## config.mk

```make
export PLATFORM = sky130hd
export DESIGN_NAME = pmr_divider
export DESIGN_NICKNAME = d
export VERILOG_FILES = /design/src/hw/rtl/pmr_pkg.sv /design/src/hw/rtl/pmr_divider.sv
export SDC_FILE = /design/constraint.sdc
export NUM_CORES = 1
export LEC_CHECK = 0
export BUFFER_PORTS_ARGS = -buffer_cell sky130_fd_sc_hd__buf_4
export CAP_MARGIN = 20
export CORE_AREA = 4 4 104 106
export DETAILED_ROUTE_END_ITERATION = 12
export DIE_AREA = 0 0 108 110
export PLACE_DENSITY = 0.87
export RECOVER_POWER = 25
export SYNTH_ARGS = -nofsm -noshare
export SYNTH_HDL_FRONTEND = slang
export SYNTH_SLANG_ARGS = --single-unit
```

## constraint.sdc

```tcl
create_clock -name aclk -period 3.2 [get_ports aclk]
set_clock_uncertainty 0.1 [all_clocks]
set_input_delay 0.64 -clock aclk [delete_from_list [all_inputs] [get_ports aclk]]
set_output_delay 0.64 -clock aclk [all_outputs]
set_load 0.02 [all_outputs]
```

## src/hw/rtl/pmr_pkg.sv

```systemverilog
`timescale 1ns / 1ps
// ----------------------------------------------------------------------------
// pmr_pkg: shared types and constants for plane mean removal
// Widths, store depth and the transaction payload structs.
// ----------------------------------------------------------------------------
package pmr_pkg;

    localparam int MAX_POINTS = 4096;
    localparam int ADDR_W     = $clog2(MAX_POINTS);
    localparam int COUNT_W    = 13;
    localparam int IDX_W      = 12;
    localparam int DATA_W     = 32;
    localparam int SUM_W      = 44;
    localparam int STEP_W     = $clog2(SUM_W + 1);

    localparam logic [COUNT_W-1:0] POINTS_RESET = COUNT_W'(4096);
    localparam logic [COUNT_W-1:0] POINTS_MAX   = COUNT_W'(MAX_POINTS);

    localparam logic MODE_SAMPLE = 1'b0;
    localparam logic MODE_FLUSH  = 1'b1;

    typedef struct packed {
        logic                     mode;
        logic signed [DATA_W-1:0] sample;
    } pmr_in_t;

    typedef struct packed {
        logic signed [DATA_W-1:0] corrected;
        logic        [IDX_W-1:0]  point_index;
        logic signed [DATA_W-1:0] plane_mean;
        logic                     last;
    } pmr_out_t;

endpackage

```

## src/hw/rtl/pmr_divider.sv

```systemverilog
`timescale 1ns / 1ps
// ----------------------------------------------------------------------------
// pmr_divider: plane sum divided by point count
// Restoring divider, one quotient bit per cycle, truncates toward zero.
// done stays high from completion until the next start.
// ----------------------------------------------------------------------------
module pmr_divider (
    input  logic                               aclk,
    input  logic                               aresetn,
    input  logic                               start,
    input  logic signed [pmr_pkg::SUM_W-1:0]   dividend,
    input  logic [pmr_pkg::COUNT_W-1:0]        divisor,
    output logic                               done,
    output logic signed [pmr_pkg::DATA_W-1:0]  quotient
);

    logic                          busy_reg;
    logic                          done_reg;
    logic                          neg_reg;
    logic [pmr_pkg::SUM_W-1:0]     work_reg;
    logic [pmr_pkg::COUNT_W-1:0]   rem_reg;
    logic [pmr_pkg::COUNT_W-1:0]   div_reg;
    logic [pmr_pkg::STEP_W-1:0]    step_reg;

    logic [pmr_pkg::SUM_W-1:0]     magnitude;
    logic [pmr_pkg::COUNT_W:0]     rem_shift;
    logic                          fits;
    logic [pmr_pkg::COUNT_W:0]     rem_step;
    logic [pmr_pkg::SUM_W-1:0]     quot_full;

    always_comb begin
        magnitude = dividend[pmr_pkg::SUM_W-1] ? (~dividend + 1'b1) : dividend;
        rem_shift = {rem_reg, work_reg[pmr_pkg::SUM_W-1]};
        fits      = rem_shift >= {1'b0, div_reg};
        rem_step  = fits ? (rem_shift - {1'b0, div_reg}) : rem_shift;
        quot_full = neg_reg ? (~work_reg + 1'b1) : work_reg;
    end

    always_ff @(posedge aclk) begin
        if (!aresetn) begin
            busy_reg <= 1'b0;
            done_reg <= 1'b0;
        end else if (start) begin
            busy_reg <= 1'b1;
            done_reg <= 1'b0;
            neg_reg  <= dividend[pmr_pkg::SUM_W-1];
            work_reg <= magnitude;
            rem_reg  <= '0;
            div_reg  <= divisor;
            step_reg <= '0;
        end else if (busy_reg) begin
            work_reg <= {work_reg[pmr_pkg::SUM_W-2:0], fits};
            // remainder stays below the divisor, so its low bits hold it fully
            rem_reg  <= rem_step[pmr_pkg::COUNT_W-1:0];
            step_reg <= step_reg + 1'b1;
            if (step_reg == pmr_pkg::STEP_W'(pmr_pkg::SUM_W - 1)) begin
                busy_reg <= 1'b0;
                done_reg <= 1'b1;
            end
        end
    end

    assign done     = done_reg;
    assign quotient = quot_full[pmr_pkg::DATA_W-1:0];

endmodule

```

==> out/metrics.yaml, run 1 <==
outcome: "finished, violations left"
violations: "capacitance limit, slew limit, setup timing"
pwr-share-clk: 0.314
drtAntennaViolNets: 0
grtUsageMet2: 0.385
hold_path.class: "input port to flip-flop"
synth-edff-count: 77
port_buffers: 92
grt_use_total: 0.235
cts_buffers: 9
ir_drop_mv: 0.456
htreeDepth: 3
syn_nets: 634
start_kind: "flip-flop"
place_congestion: 0.891
finalSetupViolCount: 19
pwr_density_cell_mw_per_mm2: 460
tns_ns: -2.11
power.share.combinational: 0.271
gr-max-usage-layer: "met2"
crit_type: "flip-flop to output pin"
hold_viol_final: 0
p_seq_frac: 0.415
fin_crit_ns: 3.44
rr_endpoint: "rem_reg[12]$_SDFFCE_PP0P_"
core_mm2: 0.00977
cp-end-kind: "output pin"
syn_to_final_growth_pct: 26.5
yosysWarnings: 0
overflow: 0
ys_types: 56
largest_register_ffs: 44
finalPower_mw: 3.13
postSynthAreaPerCell_um2: 9.67
rrSetupSlack_ns: 0.10
clock_latency_ns: 0.36
totalWireLength_um: 14000
slew_headroom: -0.165
path_max_fanout: 4
switchingPower_mw: 0.920
ys_ff_latch: 79
n_antenna_cell: 0
vias: 4738
cp.arrival_ns: 2.70
cp-startpoint: "work_reg[6]$_DFFE_PP_"
worst_hold_slack_ns: 0.369
grtUsageMet3: 0.0641
required_ns: 2.46
whs_endpoint: "div_reg[7]$_DFFE_PP_"
dp_hpwl_um: 9670
worst_slew_pin_slew_ns: 1.75
final_core_util: 0.697
vias_per_cell: 5.92
grt_pass1_vias: 4619
cts_sinks: 79
die_w_um: 108
grt_pass1_wl_um: 22000
synth-main-ff-cell: "edfxtp_1"
fmax_mhz: 291
p_leak_nw: 2.62
async_flop_share: 0
worstHoldStart: "divisor[7]"
die_y_um: 110
pin_count: 93
period_share: 1.07
post-route-drc-count: 0
internal-power_mw: 2.21
die_area_mm2: 0.0119
grt_max_degree: 95
setup_ws_ns: -0.237
rows: 36
final_area_mm2: 0.00681
placed_cell_area_mm2: 0.00630
reg2regPathDepth: 10
initial_core_util: 0.551
rr_startpoint: "work_reg[43]$_DFFE_PP_"
met1_usage: 0.298
holdBufCountCts: 0
first_iter_violations: 350
hold_depth: 1
drv_slew: 45
drt-pass1-iter-count: 5
nets: 740
synth_area_mm2: 0.00539
cts.clk_slew.worst_paths_ns: 0.09
seq_area_frac_synth: 0.437
maxCapViolations: 1
cts_tree: "yes"
syn_inst: 557
netSwitchingFraction: 0.294
ctsRootBufferMaster: "clkbuf_8"
grt_antenna_before_repair: 0
drive_gt1_frac: 0.266
grt_setup_unrepaired: "true"
clockBufferDepth: 2
routedWlPerCell_um: 17.4
==> how the worst max path moves through the flow <==
stage                    to  slack, ns  depth (start not counted)
4_1_cts        quotient[28]      -0.22                          9
3_3_place_gp   quotient[31]       0.09                          7
5_1_grt        quotient[28]      -0.33                          7
6_report       quotient[28]      -0.24                          7
2_1_floorplan  quotient[28]       0.17                          8
3_5_place_dp   quotient[30]       0.01                          9
==> synth_stat cells, types with 2 or more instances <==
cell,n,area [um^2]
o21ai_0,35,175
a31oi_1,2,12.5
and2_1,3,18.8
a21boi_0,2,15.0
a21oi_1,63,315
nand2b_1,3,18.8
nor2_1,63,236
mux2i_1,2,20.0
xor2_1,44,385
nor3b_1,3,22.5
o41ai_2,4,65.1
nor2b_1,5,31.3
o41ai_1,10,87.6
nand3_1,10,50.1
o21a_1,3,22.5
edfxtp_1,77,2310
or3_1,5,31.3
a211oi_1,3,22.5
or4_4,2,22.5
xnor2_1,37,324
nand4_2,2,25.0
inv_1,22,82.6
o31ai_1,19,143
nand2b_4,2,27.5
dfxtp_1,2,40.0
and3_1,4,25.0
or4_1,9,67.6
nor4_4,2,42.5
nor3_1,10,50.1
nor4_2,2,25.0
nand2_1,41,154
a221oi_1,2,17.5
ha_1,16,200
a21o_1,2,15.0
nand4_1,3,18.8
clkbuf_1,23,86.3
==> stage by stage <==
stage	instances	setup WS, ns
2_1_floorplan	557	0.170
3_3_place_gp	776	0.0928
3_5_place_dp	776	0.0131
4_1_cts	798	-0.221
5_1_grt	801	-0.330
6_report	801	-0.237
==> power groups by stage <==
stage          registers (mW)  logic (mW)  clock network (mW)
6_report                 1.30       0.849               0.982
5_1_grt                  1.31       0.922                1.04
4_1_cts                  1.30       0.820               0.989
3_5_place_dp             1.32       0.800                   0
3_3_place_gp             1.31       0.768                   0
2_1_floorplan            1.31       0.512                   0
==> placed cells by master, fill, tap and decap left out, types with 13 or more instances in the layout <==
cell type	count
nor2_1	63
buf_4	105
ha_1	15
xor2_1	44
nand2_1	41
edfxtp_1	77
clkbuf_4	13
inv_1	20
a21oi_1	63
xnor2_1	34
o21ai_0	30
==> worst max-delay path, cell delays in order (launching register included) <==
cell      delay [ns]
edfxtp_1        0.41
or4_4           0.58
or4_4           0.46
nand2b_4        0.17
nand2b_4        0.18
o41ai_4         0.22
xnor2_1         0.15
buf_4           0.16
==> what timing repair did <==
action / in CTS / in global routing
pin swaps: 12 / 8
gates cloned: 0 / 0
setup endpoints to repair: 22 / 24
buffers inserted: 6 / 3
resized for setup: 23 / 16
==> kinds of logic (layout without fill, tap and decap cells) <==
group	count (synthesis)	in the layout	share of synthesized area
AO/OA/AOI/OAI	152	152	0.177
XOR/XNOR	81	81	0.132
buffers and inverters	48	159	0.0355
multiplexers	3	3	0.00581
AND/OR/NAND/NOR	177	177	0.173
flip-flops	79	79	0.437
adder cells (fa/ha/maj)	17	17	0.0409
==> cell type report <==
class                           count  area, um^2
Multi-Input combinational cell    430        3040
Fill cell                         709        2960
Sequential cell                    79        2350
Timing Repair Buffer              121         913
Tap cell                          133         166
Clock inverter                      6         134
Clock buffer                       10         128
Inverter                           22        82.6
==> per-layer routing <==
| metal | routed length, um | vias up | part of all wire |
|---|---|---|---|
| met3 | 1060 | 26 | 0.076 |
| li1 | - | 2247 | - |
| met2 | 6890 | 216 | 0.49 |
| met5 | 0 | - | 0 |
| met1 | 5710 | 2249 | 0.41 |
| met4 | 310 | 0 | 0.022 |
Power figures use the tool's default switching activity.
==> inputs of run 2 (changes only) <==
Settings changed: BUFFER_PORTS_ARGS -buffer_cell sky130_fd_sc_hd__buf_4 to not set, DONT_BUFFER_PORTS set to 1, PLACE_DENSITY 0.87 to 0.79.
==> run 2 against run 1 <==
Net effect:
- the flow finishes with violations (setup timing)
- highest routed layer unchanged
- first-iteration DRC count increased by 2.3%
- register-to-register slack improved by 0.10 ns
- critical path depth decreased by 1
- global-route usage decreased by 1.4 points
- sequential share of layout area increased by 3.3 points
- critical path type unchanged
==> out/metrics.yaml, run 2 (synthesis results as in run 1) <==
cts_sinks: 79  # unchanged
reg2regPathDepth: 11  # +1
grt_pass1_wl_um: 20500  # -6.7%
worstHoldStart: "start"
rows: 36  # unchanged
place_congestion: 0.895  # +0.43%
largest_register_ffs: 44  # unchanged
port_buffers: 0  # -100%
totalWireLength_um: 13200  # -5.4%
drtAntennaViolNets: 0  # unchanged
whs_endpoint: "done$_SDFFE_PP0P_"
pin_count: 93  # unchanged
syn_to_final_growth_pct: 15.4
ir_drop_mv: 0.307  # -33%
worst_slew_pin_slew_ns: 1.04  # -0.709 ns
core_mm2: 0.00977  # unchanged
cp-end-kind: "output pin"
fmax_mhz: 291  # about the same
dp_hpwl_um: 8660  # -10%
outcome: "finished, violations left"
pre_cts_ws_ns: 0.0143  # +0.00121 ns
post-route-drc-count: 0  # unchanged
overflow: 0  # unchanged
p_leak_nw: 2.26  # -14%
required_ns: 2.46  # about the same
setup_ws_ns: -0.236  # +0.000200 ns
cts_buffers: 9  # unchanged
pwr_density_cell_mw_per_mm2: 451  # -1.8%
start_kind: "flip-flop"
grt_max_degree: 111  # +17%
cts.clk_slew.worst_paths_ns: 0.08  # about the same
finalSetupViolCount: 17  # -2
first_iter_violations: 358  # +2.3%
hold_path.class: "input port to flip-flop"
grt_use_total: 0.221  # -0.0141
cp.arrival_ns: 2.70  # about the same
holdBufCountCts: 0  # unchanged
slew_headroom: 0.308  # +0.473
violations: "setup timing"
die_y_um: 110  # unchanged
routedWlPerCell_um: 18.6  # +6.5%
nets: 650  # -12%
worst_hold_slack_ns: 0.239  # -0.130 ns
ctsRootBufferMaster: "clkbuf_8"
clockBufferDepth: 2  # unchanged
initial_core_util: 0.551  # unchanged
maxCapViolations: 0  # -1
crit_type: "flip-flop to output pin"
vias_per_cell: 6.01  # +1.6%
final_core_util: 0.636  # -0.0611
vias: 4271  # -9.9%
rr_endpoint: "rem_reg[2]$_SDFFCE_PP0P_"
hold_viol_final: 0  # unchanged
drv_slew: 0  # -100%
n_antenna_cell: 0  # unchanged
grt_pass1_vias: 4139  # -10%
path_max_fanout: 4  # unchanged
rrSetupSlack_ns: 0.20  # +0.10 ns
tns_ns: -2.10  # +0.0143 ns
final_area_mm2: 0.00622  # -8.8%
hold_depth: 1  # unchanged
drt-pass1-iter-count: 5  # unchanged
layout_commonest_cell: "edfxtp_1"
die_w_um: 108  # unchanged
drive_gt1_frac: 0.168  # -0.0986
grt_setup_unrepaired: "true"
die_area_mm2: 0.0119  # unchanged
cts_tree: "yes"
period_share: 1.07  # about the same
finalPower_mw: 2.81  # -10%
clock_latency_ns: 0.37  # about the same
placed_cells: 684  # -12%
final_cell_mix: "edfxtp_1, nor2_1, a21oi_1"
htreeDepth: 3  # unchanged
rr_startpoint: "work_reg[43]$_DFFE_PP_"
fin_cells: 711  # -11%
grt_antenna_before_repair: 0  # unchanged
fin_crit_ns: 3.44  # -0.000200 ns
placed_cell_area_mm2: 0.00559  # -11%
run 2: where the power goes:
part	internal, mW	switching [mW]
clock	0.459	0.371
combinational	0.274	0.398
sequential	1.24	0.0624
total	1.97	0.831
run 2: area by class of cell:
| class | instances | area [um^2] |
|---|---|---|
| tap | 133 | 166 |
| clock buffer | 12 | 145 |
| multi-input combinational | 430 | 3160 |
| clock inverter | 4 | 70.1 |
| inverter | 22 | 82.6 |
| sequential | 79 | 2350 |
| fill | 758 | 3560 |
| timing repair buffer | 31 | 240 |
run 2: how the worst max path moves through the flow:
| stage | startpoint | to | slack, ns |
|---|---|---|---|
| 6_report | work_reg[6]$_DFFE_PP_ | quotient[28] | -0.24 |
| 5_1_grt | work_reg[6]$_DFFE_PP_ | quotient[28] | -0.30 |
| 4_1_cts | work_reg[6]$_DFFE_PP_ | quotient[28] | -0.20 |
| 3_5_place_dp | work_reg[1]$_DFFE_PP_ | quotient[28] | 0.01 |
| 3_3_place_gp | work_reg[1]$_DFFE_PP_ | quotient[28] | 0.10 |
| 2_1_floorplan | work_reg[0]$_DFFE_PP_ | quotient[28] | 0.17 |
run 2: what timing repair did:
action                     in CTS  in global routing
gates resized for setup        39                 15
buffers inserted                6                  5
setup endpoints to repair      20                 21
pin swaps                      10                 14
run 2: per-layer routing:
metal / up-vias / wire, um / global-route usage
met3: 21 / 1190 / 0.0844
met2: 150 / 6250 / 0.345
li1: 2070 / - / -
met4: 0 / 212 / 0.0613
met1: 2030 / 5560 / 0.289
met5: - / 0 / 0
run 2: worst max-delay path, cell delays in order (launching register included):
cell	delay (ns)
edfxtp_1	0.42
or4_4	0.59
or4_4	0.47
nand2b_4	0.18
nand2b_4	0.19
o41ai_4	0.27
xnor2_2	0.22
==> inputs of run 3 (changes only) <==
Settings changed: REMOVE_ABC_BUFFERS set to 1.
==> run 3 against run 2 <==
Net effect:
- the flow still finishes with violations (setup timing)
- design area increased by 2.8%
- critical endpoint unchanged
- clock power rose by 2.8%
- critical path type unchanged
- via count up 3.7%
- worst setup slack improved by 0.044 ns
==> out/metrics.yaml, run 3 (synthesis results as in run 1) <==
hold_viol_final: 0  # unchanged
cp.arrival_ns: 2.65  # -0.05 ns
routedWlPerCell_um: 18.6  # -0.11%
n_antenna_cell: 0  # unchanged
drv_slew: 0  # unchanged
htreeDepth: 3  # unchanged
cpMostUsedCell: "nand2b_4"
path_buf_inv: 1  # +1
layout_commonest_cell: "edfxtp_1"
largest_register_ffs: 44  # unchanged
p_leak_nw: 2.35  # +3.7%
pin_count: 93  # unchanged
slew_headroom: 0.343  # +0.0350
die_y_um: 110  # unchanged
grt_antenna_before_repair: 0  # unchanged
grt_setup_unrepaired: "true"
hold_path.class: "input port to flip-flop"
first_iter_violations: 206  # -42%
required_ns: 2.46  # about the same
fin_cells: 720  # +1.3%
placed_cells: 686  # +0.29%
ctsRootBufferMaster: "clkbuf_8"
start_kind: "flip-flop"
pwr_density_cell_mw_per_mm2: 449  # -0.55%
final_area_mm2: 0.00639  # +2.8%
rr_endpoint: "rem_reg[11]$_SDFFCE_PP0P_"
clock_latency_ns: 0.36  # about the same
rows: 36  # unchanged
slowest_delay_ns: 0.48  # -0.11 ns
crit_path_cell_trace: "inv_2 > ha_4 > or2b_4 > or4_4 > nand2b_4 > nand2b_4 > o41ai_4 > xnor2_2"
cp-end-kind: "output pin"
tns_ns: -1.57  # +0.534 ns
cts_tree: "yes"
grt_max_degree: 111  # unchanged
drive_gt1_frac: 0.206  # +0.0383
period_share: 1.06  # -0.0136
whs_endpoint: "div_reg[2]$_DFFE_PP_"
nets: 659  # +1.4%
fmax_mhz: 295  # +1.3%
outcome: "finished, violations left"
maxCapViolations: 0  # unchanged
initial_core_util: 0.551  # unchanged
port_buffers: 0  # unchanged
grt_use_total: 0.229  # +0.00860
violations: "setup timing"
core_mm2: 0.00977  # unchanged
cp_top_family: "simple AND/OR/NAND/NOR gates"
cts_buffers: 9  # unchanged
clockBufferDepth: 2  # unchanged
post-route-drc-count: 0  # unchanged
cp_slowest_cell: "or4_4"
rrSetupSlack_ns: 0.26  # +0.06 ns
final_cell_mix: "edfxtp_1, nor2_1, a21oi_1"
holdBufCountCts: 0  # unchanged
syn_to_final_growth_pct: 18.6
cts.clk_slew.worst_paths_ns: 0.09  # about the same
cts_sinks: 79  # unchanged
placed_cell_area_mm2: 0.00561  # +0.27%
setup_ws_ns: -0.193  # +0.0435 ns
worstHoldStart: "divisor[2]"
die_area_mm2: 0.0119  # unchanged
fin_crit_ns: 3.39  # -0.0435 ns
rr_startpoint: "work_reg[43]$_DFFE_PP_"
path_max_fanout: 4  # unchanged
crit_type: "flip-flop to output pin"
dp_hpwl_um: 8990  # +3.8%
drt-pass1-iter-count: 5  # unchanged
vias: 4429  # +3.7%
die_w_um: 108  # unchanged
finalSetupViolCount: 13  # -4
vias_per_cell: 6.15  # +2.4%
reg2regPathDepth: 12  # +1
overflow: 0  # unchanged
totalWireLength_um: 13400  # +1.2%
grt_pass1_vias: 4342  # +4.9%
place_congestion: 0.897  # +0.26%
ir_drop_mv: 0.282  # -8.3%
hold_depth: 0  # -1
worst_slew_pin_slew_ns: 0.985  # -0.0530 ns
drtAntennaViolNets: 0  # unchanged
grt_pass1_wl_um: 21200  # +3.5%
-- run 3: changes by cell type in the layout (fill, tap and decap cells not counted), sizes merged --
cell	previous run	this run
clkinvlp	0	1
buf	31	40
clkbuf	12	10
inv	22	23
-- run 3: repair_timing --
action                                  CTS  global route
gates resized for setup                  46            28
endpoints found under the setup margin   22            24
pin swaps                                11            16
hold endpoints to repair                  0             0
setup buffers                            15             7
-- run 3: metrics by stage --
step	setup WS, ns	utilization	hold slack (ns)	total power [mW]
3_5_place_dp	0.0509	0.574	0.439	1.94
4_1_cts	-0.185	0.636	0.255	2.84
3_3_place_gp	0.133	0.574	0.406	1.91
6_report	-0.193	0.654	0.269	2.87
2_1_floorplan	0.0431	-	0.396	1.79
5_1_grt	-0.265	0.654	0.240	3.00
-- run 3: how the worst max path moves through the flow --
stage                   endpoint             startpoint  depth (start not counted)  slack (ns)
finish              quotient[28]  work_reg[1]$_DFFE_PP_                          8       -0.19
global route        quotient[17]  work_reg[6]$_DFFE_PP_                          6       -0.26
CTS                 quotient[11]  work_reg[6]$_DFFE_PP_                          4       -0.18
detailed placement  quotient[31]  work_reg[6]$_DFFE_PP_                          5        0.05
global placement    quotient[31]  work_reg[6]$_DFFE_PP_                          5        0.13
floorplan           quotient[28]  work_reg[0]$_DFFE_PP_                          8        0.04
-- run 3: final cells by class --
cell class / instances / area (um^2)
Fill cell: 751 / 3390
Tap cell: 133 / 166
Sequential cell: 79 / 2350
Clock inverter: 6 / 92.6
Multi-Input combinational cell: 430 / 3250
Inverter: 22 / 82.6
Clock buffer: 10 / 138
Timing Repair Buffer: 40 / 312
-- run 3: where the power goes --
part / leakage (nW) / switching (mW) / internal [mW] / total [mW]
registers: 0.747 / 0.0639 / 1.24 / 1.30
clock network: 0.114 / 0.387 / 0.466 / 0.853
logic: 1.48 / 0.411 / 0.300 / 0.710
total: 2.35 / 0.861 / 2.01 / 2.87
-- run 3: per-layer routing --
metal / vias to the layer above / global-route usage / share of wire
met2: 198 / 0.394 / 0.50
met4: 0 / 0.0866 / 0.031
met5: - / 0 / 0
li1: 2096 / - / -
met3: 50 / 0.0658 / 0.074
met1: 2085 / 0.275 / 0.40
